## config.mk

```make
export PLATFORM = sky130hd
export DESIGN_NAME = veto_window_event_counter
export DESIGN_NICKNAME = d
export VERILOG_FILES = /design/src/vwec_pkg.sv /design/src/vwec_cfg.sv /design/src/vwec_core.sv /design/src/veto_window_event_counter.sv
export SDC_FILE = /design/constraint.sdc
export NUM_CORES = 1
export LEC_CHECK = 0
export ABC_AREA = 0
export BUFFER_PORTS_ARGS = -buffer_cell sky130_fd_sc_hd__buf_2
export CORE_UTILIZATION = 63
export DETAILED_ROUTE_END_ITERATION = 8
export PLACE_DENSITY = 0.82
export SLEW_MARGIN = 20
export SYNTH_ARGS = -nofsm -noshare
export SYNTH_HDL_FRONTEND = slang
export SYNTH_SLANG_ARGS = --single-unit
```

## constraint.sdc

```tcl
create_clock -name i_clk -period 7.2 [get_ports i_clk]
set_input_delay 0 -clock i_clk [delete_from_list [all_inputs] [get_ports i_clk]]
set_output_delay 0 -clock i_clk [all_outputs]
set_load 0.02 [all_outputs]
```

## src/vwec_pkg.sv

```systemverilog
// Package for the veto-window event counter.
// Holds the shared types, register indices and reset constants; depends on nothing.
`timescale 1ns / 1ps
`default_nettype none

package vwec_pkg;

    // Default width of the tick counter and of the stamps.
    localparam int TIME_BITS_DEF = 32;

    // Configuration registers.
    localparam int REG_BITS     = 20;
    localparam int CFG_IDX_BITS = 2;
    localparam logic [REG_BITS-1:0] REG_RESET = REG_BITS'(500);

    localparam logic [CFG_IDX_BITS-1:0] CFG_WINDOW_TICKS = CFG_IDX_BITS'(0);
    localparam logic [CFG_IDX_BITS-1:0] CFG_LAMP_TICKS   = CFG_IDX_BITS'(1);

    localparam int EVT_TIME_BITS = 32;

    // Register values handed from the configuration block to the core.
    typedef struct packed {
        logic [REG_BITS-1:0] window_ticks;
        logic [REG_BITS-1:0] lamp_ticks;
    } t_cfg;

    // One result word.
    typedef struct packed {
        logic                     event_out;
        logic [EVT_TIME_BITS-1:0] event_time;
        logic                     trig_lamp;
        logic                     peak_lamp;
        logic                     log_lamp;
    } t_result;

endpackage

`default_nettype wire

```

## src/vwec_cfg.sv

```systemverilog
// Configuration registers of the veto-window event counter.
// Depends on vwec_pkg for the register indices, widths and reset values.
`timescale 1ns / 1ps
`default_nettype none

module vwec_cfg
    import vwec_pkg::*;
(
    input  wire logic                    i_clk,
    input  wire logic                    i_rst_n,
    input  wire logic                    i_wr_en,
    input  wire logic [CFG_IDX_BITS-1:0] i_wr_index,
    input  wire logic [REG_BITS-1:0]     i_wr_data,
    output t_cfg                         o_cfg
);

    logic [REG_BITS-1:0] r_window_ticks;
    logic [REG_BITS-1:0] r_lamp_ticks;

    // Writes to an unknown index are dropped.
    always_ff @(posedge i_clk) begin
        if (!i_rst_n) begin
            r_window_ticks <= REG_RESET;
            r_lamp_ticks   <= REG_RESET;
        end else if (i_wr_en) begin
            case (i_wr_index)
                CFG_WINDOW_TICKS: begin
                    r_window_ticks <= i_wr_data;
                end
                CFG_LAMP_TICKS: begin
                    r_lamp_ticks <= i_wr_data;
                end
                default: begin
                end
            endcase
        end
    end

    assign o_cfg.window_ticks = r_window_ticks;
    assign o_cfg.lamp_ticks   = r_lamp_ticks;

endmodule

`default_nettype wire

```

## src/vwec_core.sv

```systemverilog
// Tick state and decision logic of the veto-window event counter.
// Depends on vwec_pkg for the configuration and result types.
`timescale 1ns / 1ps
`default_nettype none

module vwec_core
    import vwec_pkg::*;
#(
    parameter int TIME_BITS = TIME_BITS_DEF
) (
    input  wire logic i_clk,
    input  wire logic i_rst_n,
    input  wire logic i_step,
    input  wire logic i_trig_fall,
    input  wire logic i_peak_fall,
    input  wire t_cfg i_cfg,
    output t_result   o_result
);

    logic [TIME_BITS-1:0] r_now,  n_now;
    logic [TIME_BITS-1:0] r_trig_start, n_trig_start;
    logic [TIME_BITS-1:0] r_peak_start, n_peak_start;
    logic r_window_open, n_window_open;
    logic r_veto_seen,   n_veto_seen;
    logic r_trig_lamp,   n_trig_lamp;
    logic r_peak_lamp,   n_peak_lamp;
    logic r_log_lamp,    n_log_lamp;

    logic [TIME_BITS-1:0] trig_elapsed;
    logic [TIME_BITS-1:0] peak_elapsed;
    logic                 event_hit;

    // The peak edge is taken first, then the trigger edge, then the timeouts,
    // all of them against the stamps as they stand after the edges.
    always_comb begin
        n_now         = r_now + TIME_BITS'(1);
        n_trig_start  = r_trig_start;
        n_peak_start  = r_peak_start;
        n_window_open = r_window_open;
        n_veto_seen   = r_veto_seen;
        n_trig_lamp   = r_trig_lamp;
        n_peak_lamp   = r_peak_lamp;
        n_log_lamp    = r_log_lamp;
        event_hit     = 1'b0;

        if (i_peak_fall) begin
            n_veto_seen = 1'b1;
            if (!r_peak_lamp) begin
                n_peak_lamp  = 1'b1;
                n_peak_start = r_now;
            end
        end

        if (i_trig_fall && !r_window_open) begin
            n_window_open = 1'b1;
            n_trig_lamp   = 1'b1;
            n_trig_start  = r_now;
        end

        trig_elapsed = r_now - n_trig_start;
        peak_elapsed = r_now - n_peak_start;

        if (n_window_open && (trig_elapsed > TIME_BITS'(i_cfg.window_ticks))) begin
            if (!n_veto_seen) begin
                event_hit  = 1'b1;
                n_log_lamp = !r_log_lamp;
            end
            n_window_open = 1'b0;
            n_veto_seen   = 1'b0;
        end

        if (n_trig_lamp && (trig_elapsed > TIME_BITS'(i_cfg.lamp_ticks))) begin
            n_trig_lamp = 1'b0;
        end

        if (n_peak_lamp && (peak_elapsed > TIME_BITS'(i_cfg.lamp_ticks))) begin
            n_peak_lamp = 1'b0;
        end
    end

    always_ff @(posedge i_clk) begin
        if (!i_rst_n) begin
            r_now         <= '0;
            r_trig_start  <= '0;
            r_peak_start  <= '0;
            r_window_open <= 1'b0;
            r_veto_seen   <= 1'b0;
            r_trig_lamp   <= 1'b0;
            r_peak_lamp   <= 1'b0;
            r_log_lamp    <= 1'b0;
        end else if (i_step) begin
            r_now         <= n_now;
            r_trig_start  <= n_trig_start;
            r_peak_start  <= n_peak_start;
            r_window_open <= n_window_open;
            r_veto_seen   <= n_veto_seen;
            r_trig_lamp   <= n_trig_lamp;
            r_peak_lamp   <= n_peak_lamp;
            r_log_lamp    <= n_log_lamp;
        end
    end

    assign o_result.event_out  = event_hit;
    assign o_result.event_time = event_hit ? EVT_TIME_BITS'(n_trig_start) : '0;
    assign o_result.trig_lamp  = n_trig_lamp;
    assign o_result.peak_lamp  = n_peak_lamp;
    assign o_result.log_lamp   = n_log_lamp;

`ifndef SYNTHESIS
    // Each processed tick advances the clock by exactly one.
    a_now_advances: assert property (@(posedge i_clk) disable iff (!i_rst_n)
        i_step |=> r_now == $past(r_now) + TIME_BITS'(1))
        else $error("tick counter did not advance by one");

    // Without a tick nothing may move the clock.
    a_now_holds: assert property (@(posedge i_clk) disable iff (!i_rst_n)
        !i_step |=> $stable(r_now))
        else $error("tick counter moved without a tick");

    // An event always flips the log lamp.
    a_event_toggles_log: assert property (@(posedge i_clk) disable iff (!i_rst_n)
        i_step && event_hit |=> r_log_lamp != $past(r_log_lamp))
        else $error("event without log lamp toggle");

    // Closing a window always clears the veto mark.
    a_close_clears_veto: assert property (@(posedge i_clk) disable iff (!i_rst_n)
        i_step && r_window_open && !n_window_open |=> !r_veto_seen)
        else $error("veto mark survived the window close");
`endif

endmodule

`default_nettype wire

```

## src/veto_window_event_counter.sv

```systemverilog
// Top level of the veto-window event counter.
// Depends on vwec_pkg, vwec_cfg and vwec_core.
//
// Usage: each input word is one time tick carrying the trigger and peak
// falling-edge flags. A word is taken at a rising edge where i_in_valid is
// high and o_in_stall is low; a result word leaves at a rising edge where
// o_out_valid is high and i_out_stall is low. Every tick yields exactly one
// result word: the event flag and its trigger stamp, and the three lamps.
// The word is captured in the input register, the state update runs on it
// as it moves on and the result lands in the output register. Throughput is
// one word per cycle while the receiver does not stall; the state update of
// the core is combinational and holds two wrapping subtractions and compares.
// When the receiver stalls, the result register holds its word and the input
// register may still fill; once both are full, o_in_stall rises in the same
// cycle. The configuration port is always ready and takes a register index
// and data; writes to unknown indices are dropped. Reset, synchronous and
// active low, empties both registers, clears the tick counter, stamps and
// lamps, and loads both timing registers with 500 ticks.
`timescale 1ns / 1ps
`default_nettype none

module veto_window_event_counter
    import vwec_pkg::*;
#(
    parameter int TIME_BITS = TIME_BITS_DEF
) (
    input  wire logic                     i_clk,
    input  wire logic                     i_rst_n,
    // Tick input channel.
    input  wire logic                     i_in_valid,
    output logic                          o_in_stall,
    input  wire logic                     i_trig_fall,
    input  wire logic                     i_peak_fall,
    // Result channel.
    output logic                          o_out_valid,
    input  wire logic                     i_out_stall,
    output logic                          o_event_out,
    output logic [EVT_TIME_BITS-1:0]      o_event_time,
    output logic                          o_trig_lamp,
    output logic                          o_peak_lamp,
    output logic                          o_log_lamp,
    // Configuration write channel.
    input  wire logic                     i_cfg_valid,
    output logic                          o_cfg_ready,
    input  wire logic [CFG_IDX_BITS-1:0]  i_cfg_index,
    input  wire logic [REG_BITS-1:0]      i_cfg_data
);

    t_cfg    cfg;
    t_result core_result;

    logic    r_in_vld;
    logic    r_trig_fall;
    logic    r_peak_fall;
    logic    r_out_vld;
    t_result r_result;
    logic    advance;

    // The pipeline moves whenever the output register is free or being drained.
    assign advance    = !r_out_vld || !i_out_stall;
    assign o_in_stall = r_in_vld && !advance;
    assign o_cfg_ready = 1'b1;

    vwec_cfg u_cfg (
        .i_clk      (i_clk),
        .i_rst_n    (i_rst_n),
        .i_wr_en    (i_cfg_valid),
        .i_wr_index (i_cfg_index),
        .i_wr_data  (i_cfg_data),
        .o_cfg      (cfg)
    );

    // The state only moves when the captured tick goes into the result register.
    vwec_core #(
        .TIME_BITS (TIME_BITS)
    ) u_core (
        .i_clk       (i_clk),
        .i_rst_n     (i_rst_n),
        .i_step      (r_in_vld && advance),
        .i_trig_fall (r_trig_fall),
        .i_peak_fall (r_peak_fall),
        .i_cfg       (cfg),
        .o_result    (core_result)
    );

    // Input register: the flags need no reset, only the valid bit does.
    always_ff @(posedge i_clk) begin
        if (!i_rst_n) begin
            r_in_vld <= 1'b0;
        end else if (!o_in_stall) begin
            r_in_vld <= i_in_valid;
        end
    end

    always_ff @(posedge i_clk) begin
        if (!o_in_stall) begin
            r_trig_fall <= i_trig_fall;
            r_peak_fall <= i_peak_fall;
        end
    end

    // Result register.
    always_ff @(posedge i_clk) begin
        if (!i_rst_n) begin
            r_out_vld <= 1'b0;
        end else if (advance) begin
            r_out_vld <= r_in_vld;
        end
    end

    always_ff @(posedge i_clk) begin
        if (advance && r_in_vld) begin
            r_result <= core_result;
        end
    end

    assign o_out_valid  = r_out_vld;
    assign o_event_out  = r_result.event_out;
    assign o_event_time = r_result.event_time;
    assign o_trig_lamp  = r_result.trig_lamp;
    assign o_peak_lamp  = r_result.peak_lamp;
    assign o_log_lamp   = r_result.log_lamp;

endmodule

`default_nettype wire

```

# Word level (Yosys, flattened, before mapping)
# Cells that the tools add are included.
[classes]
add_sub_neg = 3
n_reduce_logical = 15
muxes = 15
n_eq_ne = 1
n_lt_le_gt_ge = 3
[op_table]
columns = ["cell", "n"]
rows = [
  ["32-bit by 20-bit greater-than comparator with 1-bit output", 3],
  ["32-bit two-way mux", 3],
  ["32-bit subtractor", 2],
  ["32-bit by 1-bit adder with 32-bit output (second input constant)", 1],
  ["1-bit two-way mux", 12],
  ["1-bit logical AND", 6],
  ["1-bit logical NOT", 5],
  ["2-bit AND reduction", 2],
  ["2-bit by 1-bit equality test with 1-bit output (second input constant)", 1],
  ["2-bit logical NOT", 1],
  ["1-bit logical OR", 1],
]
[totals]
register_bits = 181
inputBits = 29

# Longest topological paths before layout
[depth]
depth_word = 7
ltp_mapped = 29
mapped_depth_nobuf = 27

# Cells and area by module
# Synthesis repeated with hierarchy kept, for this count alone.
[unflattened]
hier_cells = 1496
hier_area_um2 = 12899.9
[modules_own_cells]
columns = ["module", "cells_each", "n_inst", "area_each_um2"]
rows = [
  ["vwec_core", 1295, 1, 10104.7],
  ["vwec_cfg", 153, 1, 1562.7],
  ["veto_window_event_counter", 48, 1, 1232.4],
]

# Worst setup path before layout
# OpenSTA, ideal clock, no wires.
[synth_timing]
kind = "reg-to-reg"
startpoint = "register r_trig_fall"
endpoint = "register r_result (netlist bit o_event_time[18]) (data pin)"
required_ps = 6939
synth_period_minus_slack_ps = 5203
arrival_ps = 4942
path_stages_with_launch = 27
setup_time_ps = 261
setup_slack_ps = 1997
cell_sequence = "edfxtp_1 -> nand2b_1 -> buf_2 -> buf_1 -> mux2i_1 -> ha_1 -> clkbuf_1 -> and4_1 -> o31ai_1 -> nand2_1 -> a21o_1 -> a221o_1 -> a21oi_1 -> o21ai_0 -> xor2_1 -> ha_1 -> a21o_1 -> a21o_1 -> a21oi_1 -> nand3b_1 -> o21ai_0 -> nand2_1 -> nor4_2 -> or4_1 -> buf_4 -> buf_6 -> nor2_1"
[synth_via]
elab_chain_len = 6
[synth_lines]
columns = ["element", "line_no", "rtl"]
rows = [
  ["start, declared", "veto_window_event_counter.sv:53", "logic r_trig_fall;"],
  ["start signal, assigned", "veto_window_event_counter.sv:97", "r_trig_fall <= i_trig_fall;"],
  ["1-bit logical AND (*)", "vwec_core.sv:54", "if (i_trig_fall && !r_window_open) begin"],
  ["32-bit two-way mux", "vwec_core.sv:54", ""],
  ["32-bit subtractor", "vwec_core.sv:60", "trig_elapsed = r_now - n_trig_start;"],
  ["32-bit by 20-bit greater-than comparator with 1-bit output", "vwec_core.sv:63", "if (n_window_open && (trig_elapsed > TIME_BITS'(i_cfg.window_ticks))) begin"],
  ["1-bit logical AND", "vwec_core.sv:63", ""],
  ["1-bit two-way mux", "vwec_core.sv:63", ""],
  ["end signal, assigned", "veto_window_event_counter.sv:113", "r_result <= core_result;"],
  ["end, declared", "veto_window_event_counter.sv:56", "t_result r_result;"],
]
# Mark *: on every way between the ends. The rest lies on a longest branch, timed or not.
# A chain may end at the register's enable or synchronous reset.

# Worst setup path after layout
[layout_timing]
startpoint = "register r_trig_fall"
endpoint = "register r_result (netlist bit o_event_time[10]) (data pin)"
# The elaborated chain is that of the path after synthesis.

==> impl_metrics.tcl <==
set metrics [dict create \
    outcome "finished clean" \
    drc 0 \
    setup_ws_ns 1.18 \
    first_pass_iters 5 \
    finalSetupTns_ns 0 \
    die_h_um 142 \
    grt_pass1_wl_mm 51.0 \
    syn_avg_cell_area_um2 8.64 \
    cp.arrival_ns 6.19 \
    worstPathRequired_ns 7.36 \
    dp_hpwl_mm 23.5 \
    dr_total_vias 10619 \
    fmax_ghz 0.166 \
    num_antenna_cells 0 \
    path_cells "nand2b_2 -> buf_4 -> mux2i_1 -> ha_1 -> nor3b_1 -> o31ai_1 -> nand2_1 -> a21o_1 -> a221o_1 -> a21oi_1 -> o21ai_0 -> xor2_1 -> ha_1 -> a21o_1 -> a21o_1 -> a21oi_1 -> nand3b_1 -> o21ai_0 -> nand2_1 -> nor4_2 -> or4_1 -> buf_4 -> nor2_1" \
    die_area_um2 20100 \
    ff2ff_path_depth 23 \
    p_sw_uw 837 \
    combPwrFrac_pct 24.8 \
    clock_latency_ns 0.44 \
    p_clk_share_pct 34.1 \
    nNetsFinal 1626 \
    antenna_found_initial 0 \
    yosysSeqAreaShare_pct 32.6 \
    setup_viol 0 \
    syn-num-nets 1574 \
    synth_edf_count 38 \
    path_class "reg2reg" \
    powerDensity_nw_per_um2 197 \
    r2r_end "o_event_time[10]" \
    hold_viol_final 0 \
    grt_pass1_vias 10011 \
    slew_headroom_pct 31.1 \
    intPower_uw 1830 \
    cp-start-kind "flop" \
    hold_path_depth 5 \
    r2r_slack_ns 1.18 \
    crit_top_cell "a21o_1" \
    yosys-top-cells-count "nand2_1 (203), dfxtp_1 (143), ha_1 (121), nor2_1 (84), a21oi_1 (79)" \
    path_buf_inv 2 \
    min_period_ns 6.02 \
    fin_crit_sh_pct 83.6 \
    ant_nets 0 \
    place_inst 1688 \
    grt.overflow.total 0 \
    layoutNonFillerInstCount 1748 \
    clock-sinks 181 \
    wl_mm 31.6 \
    syn_area_um2 12300 \
    swShare_pct 31.4 \
    cp_max_fo 34 \
    rsz0062_at_grt "false" \
    initial_core_util_pct 65.0 \
    cts_root_buf "clkbuf_16" \
    place_congestion 0.937 \
    grt_max_degree 108 \
    ys.flop_type "dfxtp_1" \
    path_depth 23 \
    final_util_pct 71.9 \
    num_io_pins 68 \
    clkSlewWorstSetupHoldPaths_ns 0.08 \
    synth_top_area_share_pct 23.3 \
    htreeDepth 4 \
    finalPower_uw 2670 \
    clock-skew-final_ns 0.0171 \
    r2r_start "r_trig_fall" \
    via_per_inst 6.07 \
    crit_family "compound AO/OA/AOI/OAI gates" \
    min-delay-path-class "in2reg" \
    yosysWarnings 0 \
    portBuffers 66 \
    clock_path_buffers 2 \
    cts_resized 0 \
    dr.first_iter.drc_count 706 \
    async_flop_share_pct 0 \
    layout-drive-gt1-share_pct 7.93 \
    yosysMostFrequentCell "nand2_1" \
    seq_power_share_pct 41.2 \
    ir_drop_mv 0.167 \
    grtUsageTotal_pct 32.5 \
    synth_cell_type_count 65 \
    slowest_delay_ns 0.44 \
    synth-seq-cells 181 \
    crit_end "o_event_time[10]" \
    synth.top_cells.by_area "dfxtp_1 (23%), ha_1 (12%), edfxtp_1 (9.3%)" \
    startpoint "r_trig_fall" \
    fp.coreArea_um2 18900 \
    rows 50 \
    leakagePower_uw 0.00641 \
    drt-wirelength-per-cell_um 18.1 \
    syn_inst 1423 \
    worst_pin_slew_ns 1.03 \
    area_growth_pct 10.5 \
    cp_slowest_cell "edfxtp_1" \
    cts_tree "built" \
    drv_cap 0 \
    numCtsBuffers 17 \
    synth_top_cell_by_area "dfxtp_1" \
    maxSlewViolCount 0 \
    endpoint_kind "flop" \
    fillers 1522 \
    place_ws_ns 1.31 \
    fp.dieW_um 142 \
]
==> power groups by stage <==
stage	Clock (uW)	Sequential [uW]	Combinational (uW)
3_3_place_gp	0	1120	622
5_1_grt	967	1100	740
2_1_floorplan	0	1130	476
6_report	909	1100	661
3_5_place_dp	0	1120	635
4_1_cts	922	1100	653
==> layout make-up <==
| class | count | area, um2 | share of cell area, % |
|---|---|---|---|
| Clock buffer | 20 | 458 | 3.37 |
| Clock inverter | 12 | 108 | 0.793 |
| Inverter | 63 | 239 | 1.76 |
| Multi-Input combinational cell | 1109 | 7760 | 57.2 |
| Sequential cell | 181 | 4000 | 29.5 |
| Tap cell | 260 | 325 | 2.40 |
| Timing Repair Buffer | 103 | 681 | 5.01 |
==> sequential cells by signal, indices dropped and copies added (netlist names), 20 cells and up <==
register,cells
o_event_time,32
u_cfg.r_lamp_ticks,20
u_cfg.r_window_ticks,20
u_core.r_now,32
u_core.r_peak_start,32
u_core.r_trig_start,32
==> stage by stage <==
step	hold WS, ns	instance area [um2]
2_1_floorplan	0.0989	12300
3_3_place_gp	0.188	12700
3_5_place_dp	0.180	12700
4_1_cts	0.117	13600
5_1_grt	0.152	13600
6_report	0.139	13600
==> worst reg2reg max path, cell delays in order, from the launching register on <==
cell      delay [ns]
edfxtp_1        0.44
nand2b_2        0.11
buf_4           0.30
mux2i_1         0.34
ha_1            0.35
nor3b_1         0.21
o31ai_1         0.33
nand2_1         0.18
a21o_1          0.19
a221o_1         0.28
a21oi_1         0.22
o21ai_0         0.12
xor2_1          0.23
ha_1            0.29
a21o_1          0.16
a21o_1          0.16
a21oi_1         0.20
nand3b_1        0.10
o21ai_0         0.37
nand2_1         0.11
nor4_2          0.39
or4_1           0.20
buf_4           0.35
nor2_1          0.13
==> how the worst min path moves through the flow <==
stage / endpoint / slack, ns / start
floorplan: r_peak_fall / 0.1 / i_peak_fall
global placement: r_peak_fall / 0.19 / i_peak_fall
detailed placement: r_peak_fall / 0.18 / i_peak_fall
CTS: u_cfg.r_window_ticks[9] / 0.12 / i_cfg_index[1]
global route: u_cfg.r_window_ticks[10] / 0.15 / i_cfg_index[1]
finish: u_cfg.r_window_ticks[10] / 0.14 / i_cfg_index[1]
==> kinds of logic after synthesis <==
group           synth area share, %
other cells                  0.0305
mux                            4.81
flops                          32.6
fa+ha+maj                      12.6
compound gates                 21.8
buf+inv                        4.34
xor+xnor                       5.63
simple gates                   18.3
==> per-layer routing <==
metal / part of all wire (%) / track usage, %
met1: 47 / 45.5
met2: 45 / 52.1
met3: 6.8 / 4.69
met4: 1.9 / 9.05
met5: 0 / 0
==> what timing repair did <==
action | in CTS | in global routing
buffers inserted | 0 | 0
hold buffers | 28 | 0
hold endpoints to repair | 44 | 0
==> cell usage in the layout (no fill, tap or decap), types with 9 or more instances in the layout <==
cell           netlist  final
o21bai_1             9      9
nand4_1             26     26
mux2i_1             59     59
and3_1              10     10
o21a_1              11     11
buf_2                3     65
o211a_1             60     60
xnor2_1             58     58
nand2_1            203    203
inv_1               63     62
clkbuf_16            0     18
nor2_1              84     84
dlygate4sd3_1        0     28
o21ai_0             54     54
buf_4                2     10
nor3_1              20     20
and2_1              30     30
a21oi_1             79     79
xor2_1              21     21
a21boi_0            43     43
dfxtp_1            143    143
a31oi_1              9      9
nand2b_1            16     14
edfxtp_1            38     38
nand3_1             29     29
nor2b_1             15     15
ha_1               121    121
a21o_1              41     41
o211ai_1            20     20
Note: power is estimated with default switching activity, not from simulation.
